===== config.mk =====
export PLATFORM = sky130hd
export DESIGN_NAME = mqtt_packet_deframer
export DESIGN_NICKNAME = d
export VERILOG_FILES = /design/src/rtl/core/mqpd_pkg.sv /design/src/rtl/core/mqpd_framer.sv /design/src/rtl/core/mqtt_packet_deframer.sv
export SDC_FILE = /design/constraint.sdc
export NUM_CORES = 1
export LEC_CHECK = 0
export ABC_CLOCK_PERIOD_IN_PS = 6700
export BUFFER_PORTS_ARGS = -buffer_cell sky130_fd_sc_hd__buf_2
export CORE_MARGIN = 8
export CORE_UTILIZATION = 50
export DETAILED_ROUTE_END_ITERATION = 8
export GPL_ROUTABILITY_DRIVEN = 1
export PLACE_DENSITY_LB_ADDON = 0.1
export SYNTH_ARGS = -nofsm -noshare
export SYNTH_HDL_FRONTEND = slang
export SYNTH_SLANG_ARGS = --single-unit

===== constraint.sdc =====
create_clock -name clock -period 6.7 [get_ports clock]
set_clock_uncertainty 0.2 [all_clocks]
set_input_delay 0 -clock clock [delete_from_list [all_inputs] [get_ports clock]]
set_output_delay 0 -clock clock [all_outputs]
set_load 0.05 [all_outputs]

===== src/rtl/core/mqpd_pkg.sv =====
// Shared types and constants for the MQTT packet deframer.
// No dependencies; imported by mqpd_framer and mqtt_packet_deframer.
`timescale 1ns / 1ps
`default_nettype none

package mqpd_pkg;

   localparam int unsigned ByteWidth   = 8;
   localparam int unsigned GroupBits   = 7;   // payload bits per length byte
   localparam int unsigned LenWidth    = 28;  // four groups of seven
   localparam int unsigned SizeWidth   = 29;  // remaining length + header bytes
   localparam int unsigned LenIdxWidth = 2;

   localparam logic [LenIdxWidth-1:0] LEN_IDX_LAST = 2'd3;  // fourth length byte

   typedef enum logic [2:0] {
      PH_TYPE   = 3'b001,
      PH_LENGTH = 3'b010,
      PH_BODY   = 3'b100
   } phase_type;

   typedef struct packed {
      logic [ByteWidth-1:0] out_byte;
      logic                 first_of_packet;
      logic                 in_length_field;
      logic                 last_of_packet;
      logic [SizeWidth-1:0] packet_size;
   } result_type;

endpackage

`default_nettype wire


===== src/rtl/core/mqpd_framer.sv =====
// Framing state and per-byte classification logic.
// Depends on mqpd_pkg; state advances only when step_en is high.
`timescale 1ns / 1ps
`default_nettype none

module mqpd_framer (
   input  wire                                    clock,
   input  wire                                    reset,
   input  wire                                    step_en,
   input  wire  [mqpd_pkg::ByteWidth-1:0]         data_byte,
   output mqpd_pkg::result_type                   result,
   output mqpd_pkg::phase_type                    phase
);
   import mqpd_pkg::*;

   phase_type                phase_ff,      phase_in;
   logic [LenWidth-1:0]      acc_ff,        acc_in;
   logic [LenIdxWidth-1:0]   len_idx_ff,    len_idx_in;
   logic [LenWidth-1:0]      bytes_left_ff, bytes_left_in;
   logic [SizeWidth-1:0]     total_ff,      total_in;

   logic [LenWidth-1:0]      group_shifted;
   logic [LenWidth-1:0]      acc_sum;
   logic [SizeWidth-1:0]     size_sum;
   logic [LenWidth-1:0]      left_dec;
   logic                     len_done;

   // Place the seven-bit group by its position in the field.
   always_comb begin
      unique case (len_idx_ff)
         2'd0:    group_shifted = {21'd0, data_byte[GroupBits-1:0]};
         2'd1:    group_shifted = {14'd0, data_byte[GroupBits-1:0], 7'd0};
         2'd2:    group_shifted = {7'd0, data_byte[GroupBits-1:0], 14'd0};
         default: group_shifted = {data_byte[GroupBits-1:0], 21'd0};
      endcase
   end

   assign acc_sum  = acc_ff + group_shifted;
   // packet size: remaining length plus type byte plus (index + 1) length bytes
   assign size_sum = {1'b0, acc_sum} + {{(SizeWidth-LenIdxWidth){1'b0}}, len_idx_ff}
                     + SizeWidth'(2);
   assign len_done = !data_byte[ByteWidth-1] || (len_idx_ff == LEN_IDX_LAST);
   assign left_dec = (bytes_left_ff != '0) ? bytes_left_ff - LenWidth'(1) : '0;

   always_comb begin
      phase_in      = phase_ff;
      acc_in        = acc_ff;
      len_idx_in    = len_idx_ff;
      bytes_left_in = bytes_left_ff;
      total_in      = total_ff;

      result.out_byte        = data_byte;
      result.first_of_packet = 1'b0;
      result.in_length_field = 1'b0;
      result.last_of_packet  = 1'b0;
      result.packet_size     = '0;

      unique case (phase_ff)
         PH_LENGTH: begin
            result.in_length_field = 1'b1;
            acc_in = acc_sum;
            if (len_done) begin
               total_in           = size_sum;
               result.packet_size = size_sum;
               len_idx_in         = '0;
               if (acc_sum == '0) begin
                  // empty payload: length byte closes the packet
                  result.last_of_packet = 1'b1;
                  phase_in              = PH_TYPE;
               end else begin
                  bytes_left_in = acc_sum;
                  phase_in      = PH_BODY;
               end
            end else begin
               len_idx_in = len_idx_ff + LenIdxWidth'(1);
            end
         end
         PH_BODY: begin
            result.packet_size = total_ff;
            bytes_left_in      = left_dec;
            if (left_dec == '0) begin
               result.last_of_packet = 1'b1;
               phase_in              = PH_TYPE;
            end
         end
         default: begin
            result.first_of_packet = 1'b1;
            phase_in      = PH_LENGTH;
            acc_in        = '0;
            len_idx_in    = '0;
            bytes_left_in = '0;
            total_in      = '0;
         end
      endcase
   end

   always_ff @(posedge clock) begin
      if (reset) begin
         phase_ff      <= PH_TYPE;
         acc_ff        <= '0;
         len_idx_ff    <= '0;
         bytes_left_ff <= '0;
         total_ff      <= '0;
      end else if (step_en) begin
         phase_ff      <= phase_in;
         acc_ff        <= acc_in;
         len_idx_ff    <= len_idx_in;
         bytes_left_ff <= bytes_left_in;
         total_ff      <= total_in;
      end
   end

   assign phase = phase_ff;

endmodule

`default_nettype wire


===== src/rtl/core/mqtt_packet_deframer.sv =====
// Channel     | Dir | Payload
// req_*       | in  | tdata[7:0] data_byte
// rsp_*       | out | tdata[7:0] out_byte, tdata[36:8] packet_size; tuser[0] first,
//             |     | tuser[1] in length field; tlast last byte of packet
//
// One byte per clock sustained while the output is not stalled.
// Input register -> framer logic -> result register; each stage moves when the next
// one is empty or draining, so a byte is taken while a result waits to be taken.
// Synchronous active-high reset clears both stage valids and the framing state.
// Depends on mqpd_pkg and mqpd_framer.
`timescale 1ns / 1ps
`default_nettype none

module mqtt_packet_deframer (
   input  wire         clock,
   input  wire         reset,
   input  wire         req_tvalid,
   output logic        req_tready,
   input  wire  [7:0]  req_tdata,   // [7:0] data_byte
   output logic        rsp_tvalid,
   input  wire         rsp_tready,
   output logic [39:0] rsp_tdata,   // [7:0] out_byte, [36:8] packet_size, [39:37] zero
   output logic [1:0]  rsp_tuser,   // [0] first_of_packet, [1] in_length_field
   output logic        rsp_tlast    // last_of_packet
);
   import mqpd_pkg::*;

   logic                  in_valid_ff, in_valid_in;
   logic [ByteWidth-1:0]  in_byte_ff;
   logic                  out_valid_ff, out_valid_in;
   result_type            out_ff;
   result_type            step_result;
   phase_type             phase;
   logic                  out_open;
   logic                  advance;
   logic                  req_xfer;

   assign out_open   = !out_valid_ff || rsp_tready;
   assign advance    = in_valid_ff && out_open;
   assign req_tready = !in_valid_ff || advance;
   assign req_xfer   = req_tvalid && req_tready;

   mqpd_framer u_framer (
      .clock     (clock),
      .reset     (reset),
      .step_en   (advance),
      .data_byte (in_byte_ff),
      .result    (step_result),
      .phase     (phase)
   );

   assign in_valid_in  = req_xfer || (in_valid_ff && !advance);
   assign out_valid_in = advance || (out_valid_ff && !rsp_tready);

   always_ff @(posedge clock) begin
      if (reset) begin
         in_valid_ff  <= 1'b0;
         out_valid_ff <= 1'b0;
      end else begin
         in_valid_ff  <= in_valid_in;
         out_valid_ff <= out_valid_in;
      end
   end

   always_ff @(posedge clock) begin
      if (req_xfer) begin
         in_byte_ff <= req_tdata;
      end
      if (advance) begin
         out_ff <= step_result;
      end
   end

   assign rsp_tvalid = out_valid_ff;
   assign rsp_tdata  = {3'b000, out_ff.packet_size, out_ff.out_byte};
   assign rsp_tuser  = {out_ff.in_length_field, out_ff.first_of_packet};
   assign rsp_tlast  = out_ff.last_of_packet;

`ifndef NO_ASSERTIONS
   // A byte that closes a packet leaves the framer waiting for a type byte.
   a_last_returns_to_type: assert property (@(posedge clock) disable iff (reset)
      advance && step_result.last_of_packet |=> phase == PH_TYPE)
      else $error("framer not back at type byte after packet end");

   // A type byte always moves the framer into the length field.
   a_type_enters_length: assert property (@(posedge clock) disable iff (reset)
      advance && step_result.first_of_packet |=> phase == PH_LENGTH)
      else $error("type byte did not open length field");

   // Input stalls only when both stages hold data and the output is blocked.
   a_stall_only_when_full: assert property (@(posedge clock) disable iff (reset)
      !req_tready |-> in_valid_ff && out_valid_ff && !rsp_tready)
      else $error("input stalled with room in the pipeline");

   // A stage transfer always leaves a result pending at the output.
   a_advance_fills_output: assert property (@(posedge clock) disable iff (reset)
      advance |=> out_valid_ff)
      else $error("result register empty after stage transfer");
`endif

endmodule

`default_nettype wire


=== Word level (Yosys, flattened, before mapping) ===
Index checks and enable logic that the tools add are counted.

* $add $sub $neg: 5
* Equal/unequal tests: 8
* Multiplexer cells: 20
* Bitwise operators: 1
* Reductions and logical operators: 23

{| class="wikitable"
|+ Operator list
! operator !! number
|-
| $pmux 28 s2 || 2
|-
| $mux 28 || 3
|-
| $pmux 28 s3 || 1
|-
| $pmux 30 s2 || 1
|-
| $pmux 29 s2 || 1
|-
| $logic_not 28->1 || 2
|-
| $mux 30 || 1
|-
| $add 28x2->29 || 1
|-
| $add 29x2->29 const B || 1
|-
| $mux 29 || 1
|-
| $add 28x28->28 || 1
|-
| $reduce_bool 28->1 || 1
|-
| $sub 28x1->28 const B || 1
|-
| $mux 3 || 3
|-
| $reduce_and 3->1 || 3
|-
| $pmux 3 s2 || 1
|-
| $logic_not 1->1 || 5
|-
| $logic_or 1x1->1 || 5
|-
| $eq 2x2->1 const B || 2
|-
| $logic_and 1x1->1 || 4
|-
| $mux 1 || 4
|-
| $ne 2x1->1 const B || 2
|-
| $pmux 2 s2 || 1
|-
| $eq 3x2->1 const B || 1
|-
| 9 further kinds || 9
|}

* Flip-flop bits (word level): 140
* Output and inout port bits: 45
* Logic and storage cells: 70

=== Longest topological paths before layout ===
Gate-level depths: netlist of the first run.

* Word-level depth: 7
* Mapped depth: 17
* Mapped depth without buffers: 17

=== Modules after synthesis ===
Synthesis of the first run repeated with hierarchy kept, for this count alone.

* Cells, all modules: 1105
* Area, all modules: 9076.2 sq um

{| class="wikitable"
|+ Modules (own cells, without submodules)
! module !! instances !! cells each !! area an instance (sq um) !! seq. area each (sq um)
|-
| mqpd_framer || 1 || 1043 || 7504.7 || 1801.7
|-
| mqtt_packet_deframer || 1 || 62 || 1571.5 || 1481.4
|}

=== Worst setup path after synthesis of the first run ===
Ideal clock, no wire load.

* Kind: register -> register
* From: reg u_framer.len_idx_ff[0]
* To: reg u_framer.bytes_left_ff[16]
* Setup time: 157 ps
* Arrival: 4311 ps
* Slack: 2032 ps
* Stages on the path, launching flop included: 18
* Path buffers: 2
* Cells stage by stage: dfxtp_1 > inv_1 > ha_1 > nor2b_1 > and2_1 > ha_1 > fa_1 > a211o_1 > a211o_4 > and3b_1 > or3_4 > a2111oi_4 > nand4_2 > or4_4 > buf_6 > buf_6 > a21oi_1 > a311oi_2

* Cells in the longest elaborated chain, start to end: 6
* Elaborated cells between the ends (all ways): 14
* Classes of those cells: add/sub: 1; eq/ne: 5; mux: 4; reduce/logical: 4

{| class="wikitable"
|+ Ends and longest elaborated chain
! what !! line !! RTL
|-
| from (decl) || mqpd_framer.sv:18 || <nowiki>logic [LenIdxWidth-1:0] len_idx_ff, len_idx_in;</nowiki>
|-
| from (signal assigned) || mqpd_framer.sv:107 || <nowiki>len_idx_ff <= len_idx_in;</nowiki>
|-
| $eq 2x2->1 (tied with other cells) || mqpd_framer.sv:30 || <nowiki>unique case (len_idx_ff)</nowiki>
|-
| $pmux 28 s3 || mqpd_framer.sv:30 ||
|-
| $add 28x28->28 || mqpd_framer.sv:38 || <nowiki>assign acc_sum = acc_ff + group_shifted;</nowiki>
|-
| $logic_not 28->1 or $mux 28 (tied branches) || mqpd_framer.sv:66 || <nowiki>if (acc_sum == '0) begin</nowiki>
|-
| $ne 2x2->1 (no source line) or $mux 28 (tied branches) || -- ||
|-
| $reduce_and 3->1 (no source line) or $pmux 28 s2 (tied branches) || -- ||
|-
| to (signal assigned) || mqpd_framer.sv:108 || <nowiki>bytes_left_ff <= bytes_left_in;</nowiki>
|-
| to (decl) || mqpd_framer.sv:19 || <nowiki>logic [LenWidth-1:0] bytes_left_ff, bytes_left_in;</nowiki>
|}

Parallel ways exist; a longest one is shown, timed or not. The select of a mux whose other input is x is not followed.
A chain may end at the register's enable or synchronous reset.

=== Worst setup path after layout of the first run ===
* From: reg u_framer.len_idx_ff[0]
* To: reg u_framer.bytes_left_ff[2]

The elaborated chain is that of the path after synthesis.

==> run_results.csv, run 1 <==
group,metric,value,unit
timing,tightest_slew,1070,ps
placed_design,dpl.cell_count,1322,
global_routing,grt_first_pass_wirelength,46.9,mm
timing,final.setup.tns,0,ps
placed_design,placed_area,0.00963,sq mm
route,drc,0,
die,fp.dieW,152,microns
synthesis,synthTopCellsByCount,"a21oi_1 (119), nand2_1 (119), dfxtp_1 (92)",
die,rows,49,
synthesis,synth_top_cell_by_area,"dfxtp_1",
power_and_ir_drop,irDropWorstVdd,0.000171,V
clock_network,cts_resized,0,
clock_network,cts_tree,"built",
critical_path,cp.buffers_inverters,0,
route,dr.pass1.iters,5,
critical_path,cpMaxStageDelayCell,"a311oi_1",
run,drv_cap,0,
clock_network,clk_latency,440,ps
final_layout,stdcell_count,1365,
power_and_ir_drop,p_clk_share,45.2,%
synthesis,synth_cell_types,86,
route,first_iter_violations,919,
critical_path,setup.worst_path.start_class,"register",
timing,fmax,176,MHz
clock_network,htree_levels,4,
final_layout,diodes,0,
route,detail_route.wl_per_cell,21.4,microns
timing,slew_violations,0,
global_routing,grt_pass1_vias,8256,
status,outcome,"completed",
power_and_ir_drop,p_leak,3.73,nW
synthesis,synth-seq-area-share,35.4,%
timing,period_needed,5680,ps
die,io_pins,57,
global_routing,grtUsageTotal,25.1,%
synthesis,postSynthCellCount,1099,
clock_network,clk_transition_reported_paths,70,ps
final_layout,finalInstanceArea,0.0103,sq mm
final_layout,drive_gt1_share,12.4,%
synthesis,synth.area.top_cells,"dfxtp_1 (20%), edfxtp_1 (16%), a21oi_1 (6.4%)",
die,die_h,152,microns
final_layout,area_growth,11.6,%
critical_path,cp-endpoint,"u_framer.bytes_left_ff[2]",
clock_network,cts_made_buffers,17,
critical_path,cpPeakStageDelay,810,ps
route,ant_nets,0,
critical_path,crit_path_end_kind,"register",
die,die_area,0.0231,sq mm
placed_design,gp_congestion,0.915,
synthesis,yosysWarnings,0,
clock_network,ctsRootBufferMaster,"clkbuf_16",
clock_network,clock_sinks,140,
final_layout,fillers,1648,
route,routed_wl,29.2,mm
synthesis,ys.flop_type,"dfxtp_1",
synthesis,synth_top_area_share,19.9,%
final_layout,fin_util,57.2,%
critical_path,crit_cells,14,
critical_path,worst-r2r-cell-count,14,
global_routing,antenna_found_initial,0,
timing,hold_viol,0,
power_and_ir_drop,seqPwrFrac,43.1,%
timing,setup_violations,0,
power_and_ir_drop,switching_share,29.4,%
critical_path,crit_top_cell,"ha_1",
synthesis,synth_area,0.00927,sq mm
synthesis,avgSynthCellArea,8.43,sq um
route,avgViaCountPerCell,6.48,
placed_design,hpwl,20.6,mm
global_routing,grt_max_degree,85,
power_and_ir_drop,intPower,1.50,mW
critical_path,cp.arrival,5810,ps
timing,relSlewSlack,28.6,%
synthesis,synth-async-reset-ratio,0,%
synthesis,synth_edf_count,48,
critical_path,timing_worst_setup_path_type,"reg2reg",
critical_path,cp_max_fo,29,
power_and_ir_drop,combPwrFrac,11.7,%
clock_network,clk_path_buf_depth,2,
die,core,0.0181,sq mm
timing,post-route-period-util,84.8,%
die,initial_utilization,51.2,%
final_layout,finalNetCount,1175,
critical_path,path_delay_family,"compound AO/OA/AOI/OAI gates",
critical_path,cp_cell_sequence,"ha_1 > nor2b_1 > and2_1 > ha_1 > fa_1 > a211o_1 > a211o_4 > and3_1 > a31o_2 > a311oi_1 > a2111o_1 > or4_4 > nand2_1 > a311o_1",
global_routing,grt_overflow_total,0,
placed_design,numPortBuffers,53,
synthesis,ys_seq_elements,140,
min_path,hold_class,"in2reg",
critical_path,r2r_start,"u_framer.len_idx_ff[0]",
timing,rsz0062_at_grt,"false",
critical_path,cp.required,6830,ps
route,vias,8850,
power_and_ir_drop,p_per_area,205,mW/mm^2
power_and_ir_drop,p_sw,624,uW
critical_path,r2r-end,"u_framer.bytes_left_ff[2]",
critical_path,crit_path_start,"u_framer.len_idx_ff[0]",
critical_path,rrSetupSlack,1020,ps
==> worst min-delay path: stages <==
cell and delay [ps]:
buf_2 90, inv_1 360, o21ai_0 190
==> how the worst min path moves through the flow <==
stage | slack [ps] | depth (start not counted) | to | startpoint
final | 50 | 3 | u_framer.phase[0] | reset
after global routing | 60 | 2 | in_byte_ff[3] | req_tdata[3]
after CTS | 50 | 3 | u_framer.phase[0] | reset
after detailed placement | -20 | 1 | in_byte_ff[5] | req_tdata[5]
after global placement | -20 | 1 | in_byte_ff[1] | req_tdata[1]
after floorplan | -100 | 0 | in_byte_ff[0] | req_tdata[0]
==> flip-flops by register name, summed over array words and instances, names as in the netlist, 2 cells and up <==
register,cells
in_byte_ff,8
u_framer.len_idx_ff,2
u_framer.phase,3
rsp_tuser,2
u_framer.acc_ff,28
u_framer.total_ff,29
rsp_tdata,37
u_framer.bytes_left_ff,28
==> metal layers <==
layer  vias to the layer above  part of all wire (%)  GRT usage, %
met5                         -                     0             0
met4                         0                   3.5          10.4
met3                        78                   8.4          5.42
met2                       442                    44          37.7
met1                      4171                    45          34.4
li1                       4159                     -             -
==> per-stage QoR <==
step | total power [mW] | hold WS, ps | worst slack (ps)
2_1_floorplan | 1.10 | -101 | 2030
3_3_place_gp | 1.17 | -23.4 | 1360
3_5_place_dp | 1.17 | -21.9 | 1200
4_1_cts | 2.13 | 50.2 | 1190
5_1_grt | 2.20 | 62.9 | 767
6_report | 2.12 | 54.6 | 1020
==> kinds of logic (layout without fill, tap and decap cells) <==
| logic type | after synthesis | count (layout) | synth area share, % |
|---|---|---|---|
| flip-flops | 140 | 140 | 35.4 |
| AND/OR/NAND/NOR | 429 | 429 | 23.7 |
| AO/OA/AOI/OAI | 333 | 333 | 25.1 |
| other | 1 | 3 | 0.0405 |
| multiplexers | 9 | 9 | 1.01 |
| buffers and inverters | 97 | 132 | 4.40 |
| XOR/XNOR | 50 | 50 | 4.73 |
| adder cells (fa/ha/maj) | 40 | 40 | 5.56 |
==> layout make-up <==
type / instances / area [sq um] / share of cell area [%]
Inverter: 18 / 67.6 / 0.653
Clock inverter: 15 / 175 / 1.69
Clock buffer: 17 / 425 / 4.11
Timing Repair Buffer: 82 / 510 / 4.94
Tap cell: 229 / 287 / 2.77
Sequential cell: 140 / 3280 / 31.7
Multi-Input combinational cell: 864 / 5600 / 54.1
==> placed cells by master (no fill, tap or decap), types with 7 or more instances in the layout <==
cell           netlist  layout
a22o_1               8       8
a211o_1              7       7
o21a_1               7       7
a22oi_1             15      15
xor2_1              18      18
clkbuf_16            0      17
xnor2_1             32      32
a32o_1               8       8
nand2b_1             7       7
nand2_1            119     119
dlygate4sd3_1        0      11
nor4_1              14      13
a21oi_1            119     119
and4_1              14      14
or3_1               10      10
nor2_1              82      82
nand4_1             19      19
and2_1              40      40
dfxtp_1             92      92
a21o_1              10      10
edfxtp_1            48      48
ha_1                38      38
nor3_1              29      29
a311oi_2            13      13
o31ai_1             17      17
o211ai_1            19      19
inv_1               18      17
buf_4                3      18
nand3_1             55      55
o21ai_0             48      48
buf_2                5      53
==> power groups by stage <==
| stage | combinational [mW] | clock [mW] | sequential [mW] |
|---|---|---|---|
| finish | 0.249 | 0.961 | 0.915 |
| detailed placement | 0.239 | 0 | 0.933 |
| CTS | 0.245 | 0.975 | 0.914 |
| global placement | 0.238 | 0 | 0.933 |
| floorplan | 0.149 | 0 | 0.956 |
| global route | 0.269 | 1.01 | 0.917 |
==> timing repair <==
action / 4_1_cts / 5_1_grt
hold endpoints to repair: 18 / 0
hold buffers: 11 / 0
setup buffers: 0 / 0
setup endpoints to repair: 0 / 0
Power figures use the tool's default switching activity.
==> inputs of run 2 (changes only) <==
--- a/config.mk
+++ b/config.mk
@@ -5,7 +5,8 @@
 export SDC_FILE = /design/constraint.sdc
 export NUM_CORES = 1
 export LEC_CHECK = 0
-export ABC_CLOCK_PERIOD_IN_PS = 6700
+export ABC_AREA = 1
+export ABC_CLOCK_PERIOD_IN_PS = 4700
 export BUFFER_PORTS_ARGS = -buffer_cell sky130_fd_sc_hd__buf_2
 export CORE_MARGIN = 8
 export CORE_UTILIZATION = 50
==> constraint.sdc (replaced) <==
create_clock -name clock -period 4.7 [get_ports clock]
set_clock_uncertainty 0.2 [all_clocks]
set_input_delay 0 -clock clock [delete_from_list [all_inputs] [get_ports clock]]
set_output_delay 0 -clock clock [all_outputs]
set_load 0.05 [all_outputs]
==> run 2 against run 1 <==
Compared with the run above:
- utilization rose by 0.24 points
- combinational power rose to 2.8 times the previous value
- cell count rose by 42%
- global-route usage rose by 3.0 points
- power rose by 62%
- synthesized area rose by 7.5%
- critical path depth rose by 6
- first-iteration DRC count rose by 17%
- largest cell class unchanged
==> run_results.csv, run 2 <==
group,metric,value,unit
status,outcome,"completed",
critical_path,timing_worst_setup_path_type,"reg2reg",
route,drc,0,
global_routing,grt_max_degree,59,
synthesis,synthTopCellsByCount,"nand2_1 (482), inv_1 (225), nor2_1 (176)",
global_routing,grtUsageTotal,28.1,%
timing,hold_viol,0,
final_layout,mostFrequentLayoutCell,"nand2_1",
timing,fmax,228,MHz
critical_path,setup.worst_path.start_class,"register",
synthesis,synth_top_area_share,18.5,%
synthesis,synthMuxAreaShare,0,%
timing,relSlewSlack,42.2,%
timing,post-route-period-util,93.4,%
final_layout,stdcell_count,1935,
route,ant_nets,0,
clock_network,htree_levels,4,
clock_network,clk_path_buf_depth,2,
synthesis,synth-compound-area-share,13.4,%
critical_path,cp_max_fo,7,
die,initial_utilization,51.0,%
final_layout,largest_reg_flops,37,
synthesis,avgSynthCellArea,6.20,sq um
run,drv_cap,0,
power_and_ir_drop,p_per_area,307,mW/mm^2
critical_path,crit_path_end_kind,"register",
synthesis,synth-async-reset-ratio,0,%
timing,tightest_slew,864,ps
die,io_pins,57,
timing,final.setup.tns,0,ps
timing,period_needed,4390,ps
synthesis,yosysWarnings,0,
final_layout,finalNetCount,1709,
power_and_ir_drop,irDropWorstVdd,0.000254,V
timing,slew_violations,0,
clock_network,ctsRootBufferMaster,"clkbuf_16",
route,dr.pass1.iters,6,
route,routed_wl,34.1,mm
die,core,0.0195,sq mm
synthesis,ys_seq_elements,140,
synthesis,synth-seq-area-share,33.0,%
min_path,hold_class,"in2reg",
route,first_iter_violations,1073,
final_layout,area_growth,12.6,%
synthesis,synth_fa_ha_area_share,5.17,%
route,vias,10600,
critical_path,cp.arrival,4360,ps
placed_design,gp_congestion,0.942,
synthesis,synth.most_common_cell,"nand2_1",
synthesis,ys.flop_type,"dfxtp_1",
final_layout,finalInstanceArea,0.0112,sq mm
timing,rsz0062_at_grt,"false",
timing,setup_violations,0,
synthesis,synth-xor-area-share,1.06,%
clock_network,cts_tree,"built",
synthesis,synth_edf_count,48,
route,avgViaCountPerCell,5.47,
global_routing,grt_overflow_total,0,
die,die_area,0.0247,sq mm
final_layout,drive_gt1_share,8.26,%
clock_network,clk_latency,430,ps
synthesis,synth_top_cell_by_area,"dfxtp_1",
critical_path,cp_cell_sequence,"inv_1 > ha_1 > inv_1 > nor3_1 > ha_1 > fa_1 > inv_1 > ha_1 > inv_1 > ha_1 > fa_1 > nand3_1 > nor2_1 > nand4_1 > nor2_2 > nand3_1 > nor2_4 > o21ai_0 > o21ai_0 > o21ai_0",
placed_design,placed_area,0.0105,sq mm
final_layout,final_cell_mix,"nand2_1 (482), inv_1 (224), nor2_1 (172)",
critical_path,cp.required,4670,ps
critical_path,cpPeakStageDelay,540,ps
die,die_h,157,microns
clock_network,clock_sinks,140,
synthesis,synth_top_family_by_area,"simple AND/OR/NAND/NOR gates",
critical_path,cpMaxStageDelayCell,"fa_1",
placed_design,place_worst_setup_slack,354,ps
timing,setup_ws,309,ps
die,rows,51,
global_routing,grt_pass1_vias,9557,
die,fp.dieW,157,microns
global_routing,grt_first_pass_wirelength,53.3,mm
clock_network,cts_made_buffers,17,
clock_network,clk_transition_reported_paths,70,ps
synthesis,synth_cell_types,41,
synthesis,yosys.area_share.simple,36.2,%
route,detail_route.wl_per_cell,17.6,microns
placed_design,hpwl,26.5,mm
final_layout,fillers,2011,
global_routing,antenna_found_initial,0,
synthesis,synth.area.top_cells,"dfxtp_1 (18%), nand2_1 (18%), edfxtp_1 (14%)",
placed_design,numPortBuffers,53,
final_layout,diodes,0,
power_and_ir_drop,power,3.44,mW
synthesis,synth_area,0.00996,sq mm
synthesis,postSynthCellCount,1607,
placed_design,dpl.cell_count,1889,
power_and_ir_drop,p_leak,5.27,nW
==> run 2: cell types whose count changed after synthesis, moves of 15 or more <==
cell | before | now
nand2_1 | 119 | 482
inv_1 | 18 | 225
nor2_1 | 82 | 176
nand3_1 | 55 | 142
o21ai_0 | 48 | 129
and2_1 | 40 | 3
xnor2_1 | 32 | 6
clkbuf_1 | 62 | 39
o211ai_1 | 19 | 1
o31ai_1 | 17 | 0
a22oi_1 | 15 | 0
==> run 2: critical path: cells and delay by family (launching register included) <==
kind | cells | cell delay [ps]
DFF | 1 | 400
buffers and inverters | 4 | 370
adders and majority gates | 6 | 1670
AOI/OAI and AO/OA | 3 | 340
and+or+nand+nor | 7 | 1150
==> run 2: what timing repair did <==
item / CTS / global route
hold endpoints to repair: 14 / 0
resized for setup: 0 / 6
buffers inserted: 0 / 1
hold buffers: 13 / 0
setup endpoints to repair: 0 / 19
==> run 2: cell families (layout without fill, tap and decap cells) <==
family	Yosys count	in the layout
simple gates	868	868
buf+inv	287	348
compound gates	259	259
flops	140	140
fa+ha+maj	40	40
xor+xnor	12	12
other cells	1	3
==> run 2: area by class of cell <==
class | count | area (sq um) | share of cell area (%)
well taps | 265 | 332 | 2.96
repair buffers | 83 | 536 | 4.78
flip-flops and latches | 140 | 3290 | 29.3
multi-input cells | 1182 | 5610 | 50.0
clock inverters | 14 | 153 | 1.36
clock buffers | 18 | 429 | 3.83
inverters | 233 | 875 | 7.80
==> run 2: final timing paths <==
| check | from | end | slack [ps] | cells past startpoint |
|---|---|---|---|---|
| max | u_framer.len_idx_ff[0] | rsp_tdata[27] | 310 | 20 |
| min | req_tdata[7] | in_byte_ff[7] | 80 | 2 |
| max reg2reg | u_framer.len_idx_ff[0] | rsp_tdata[27] | 310 | 20 |
| min reg2reg | in_byte_ff[7] | rsp_tdata[7] | 280 | 0 |
==> run 2: per-stage QoR <==
stage	utilization [%]	hold WS, ps
6_report	57.4	75.5
5_1_grt	57.4	76.7
4_1_cts	57.3	55.1
3_5_place_dp	53.7	-21.9
3_3_place_gp	53.7	-23.2
2_1_floorplan	-	-131
==> run 2: layer usage <==
| metal | GRT usage (%) | vias to the layer above | wire (microns) |
|---|---|---|---|
| met2 | 43.3 | 398 | 14800 |
| met1 | 39.3 | 4875 | 15900 |
| li1 | - | 5251 | - |
| met5 | 0 | - | 0 |
| met3 | 3.70 | 65 | 2320 |
| met4 | 11.1 | 0 | 1130 |
==> run 2: power breakdown <==
part / switching, mW / internal [mW] / leakage, nW / total (mW)
Combinational: 0.500 / 0.205 / 3.80 / 0.706
Sequential: 0.0570 / 1.32 / 1.20 / 1.38
Clock: 0.604 / 0.751 / 0.276 / 1.35
Total: 1.16 / 2.28 / 5.27 / 3.44
==> inputs of run 3 (changes only) <==
--- a/config.mk
+++ b/config.mk
@@ -8,8 +8,10 @@
 export ABC_AREA = 1
 export ABC_CLOCK_PERIOD_IN_PS = 4700
 export BUFFER_PORTS_ARGS = -buffer_cell sky130_fd_sc_hd__buf_2
+export CELL_PAD_IN_SITES_DETAIL_PLACEMENT = 1
+export CELL_PAD_IN_SITES_GLOBAL_PLACEMENT = 1
 export CORE_MARGIN = 8
-export CORE_UTILIZATION = 50
+export CORE_UTILIZATION = 40
 export DETAILED_ROUTE_END_ITERATION = 8
 export GPL_ROUTABILITY_DRIVEN = 1
 export PLACE_DENSITY_LB_ADDON = 0.1
==> constraint.sdc (replaced) <==
create_clock -name clock -period 4.7 [get_ports clock]
set_clock_uncertainty 0.2 [all_clocks]
set_input_delay 0 -clock clock [delete_from_list [all_inputs] [get_ports clock]]
set_output_delay 0 -clock clock [all_outputs]
set_load 0.005 [all_outputs]
==> run 3 against run 2 <==
Compared with the run above:
- utilization shrank 11 points
- fmax rose by 0.16%
- clock-buffer cell count shrank 1
- power about the same
- via count up 0.57%
- final area rose by 0.67%
- sequential share of layout area down 0.21 points
- clock power grew 4%
- highest routed layer unchanged
==> run_results.csv, run 3 (synthesized netlist as in run 2, its figures left out) <==
group,metric,value,unit
status,outcome,"completed",
die,rows,57,
critical_path,cp.required,4690,ps
route,ant_nets,0,
power_and_ir_drop,irDropWorstVdd,0.000217,V
final_layout,area_growth,13.3,%
global_routing,grt_pass1_vias,10700,
route,avgViaCountPerCell,5.35,
global_routing,grt_first_pass_wirelength,59.2,mm
route,routed_wl,37.2,mm
final_layout,final_cell_mix,"nand2_1 (482), inv_1 (224), nor2_1 (173)",
global_routing,grtUsageTotal,24.4,%
clock_network,ctsRootBufferMaster,"clkbuf_16",
timing,slew_violations,0,
critical_path,setup.worst_path.start_class,"register",
clock_network,postCtsSetupRepairBufs,0,
placed_design,numPortBuffers,53,
final_layout,largest_reg_flops,37,
clock_network,cts_tree,"built",
critical_path,cp.arrival,4370,ps
clock_network,htree_levels,4,
run,drv_cap,0,
critical_path,crit_path_end_kind,"register",
die,core,0.0244,sq mm
global_routing,grt_max_degree,60,
route,first_iter_violations,885,
final_layout,finalNetCount,1705,
timing,period_needed,4380,ps
route,dr.pass1.iters,5,
min_path,hold_class,"in2reg",
final_layout,fillers,3328,
placed_design,hpwl,28.9,mm
clock_network,clk_transition_reported_paths,80,ps
route,detail_route.wl_per_cell,18.7,microns
die,die_area,0.0302,sq mm
timing,fmax,228,MHz
power_and_ir_drop,power,3.44,mW
final_layout,diodes,0,
route,drc,0,
power_and_ir_drop,p_per_area,305,mW/mm^2
route,vias,10600,
global_routing,grt_overflow_total,0,
die,die_h,174,microns
placed_design,dpl.cell_count,1945,
die,io_pins,57,
clock_network,clock_sinks,140,
final_layout,stdcell_count,1990,
critical_path,timing_worst_setup_path_type,"reg2reg",
power_and_ir_drop,p_leak,5.27,nW
critical_path,cp_max_fo,7,
final_layout,mostFrequentLayoutCell,"nand2_1",
die,fp.dieW,174,microns
timing,hold_viol,0,
timing,rsz0062_at_grt,"true",
die,initial_utilization,40.8,%
global_routing,antenna_found_initial,0,
timing,relSlewSlack,22.0,%
placed_design,gp_congestion,0.909,
clock_network,cts_made_buffers,17,
final_layout,drive_gt1_share,8.10,%
clock_network,clk_latency,440,ps
timing,post-route-period-util,93.3,%
timing,setup_violations,0,
timing,tightest_slew,1170,ps
clock_network,clk_path_buf_depth,2,
run 3: changes by cell type in the layout (fill, tap and decap cells not counted), sizes merged:
cell      change
clkinv        +7
buf           -4
clkinvlp      -3
inv           -2
bufinv        -1
clkbuf        -1
run 3: per-stage QoR:
step                utilization [%]  setup WS, ps  TNS (ps)  hold slack [ps]  area, sq um
floorplan                         -           867         0             -131         9970
global placement               43.1           405         0            -20.8        10500
detailed placement             43.1           226         0            -21.1        10500
CTS                            46.2           187         0             60.9        11300
global route                   46.3         -33.7     -33.7             82.1        11300
finish                         46.3           316         0             73.1        11300
run 3: power breakdown:
group          total (mW)  internal, mW  switching [mW]  leakage (nW)
clock                1.41         0.724           0.684         0.298
combinational       0.655         0.204           0.451          3.77
sequential           1.38          1.32          0.0563          1.20
total                3.44          2.25            1.19          5.27
run 3: final cells by class:
cell class,instances,area [sq um],area share [%]
Tap cell,324,405,3.59
Clock buffer,17,425,3.77
Multi-Input combinational cell,1182,5620,49.8
Inverter,233,875,7.75
Sequential cell,140,3280,29.1
Timing Repair Buffer,79,493,4.37
Clock inverter,15,189,1.67
run 3: critical path, cell delays in order, from the launching register on:
cell and delay (ps):
dfxtp_1 400, inv_1 110, ha_1 190, inv_1 150
nor3_1 90, ha_1 260, fa_2 570, inv_1 70
ha_1 280, inv_1 60, ha_1 180, fa_1 220
nand3_1 150, nor2_1 180, nand4_1 200, nor2_4 180
nand3_1 150, nor2_4 190, o21ai_0 110, o21ai_0 100
o21ai_0 100
run 3: repair_timing:
item,4_1_cts,5_1_grt
hold buffers,13,0
resized for setup,0,7
hold endpoints to repair,22,0
setup endpoints to repair,0,22
run 3: worst paths after layout:
path | from | end | slack [ps] | cells after the start
min | req_tdata[2] | in_byte_ff[2] | 70 | 2
min reg2reg | in_byte_ff[7] | rsp_tdata[7] | 260 | 0
max reg2reg | u_framer.len_idx_ff[1] | rsp_tdata[27] | 320 | 20
max | u_framer.len_idx_ff[1] | rsp_tdata[27] | 320 | 20
run 3: layer usage:
metal,share of wire [%],global-route usage (%),up-vias
met2,47,41.7,257
met4,2.3,7.34,0
met1,46,31.3,5091
met3,4.4,3.57,54
li1,-,-,5247
met5,0,0,-
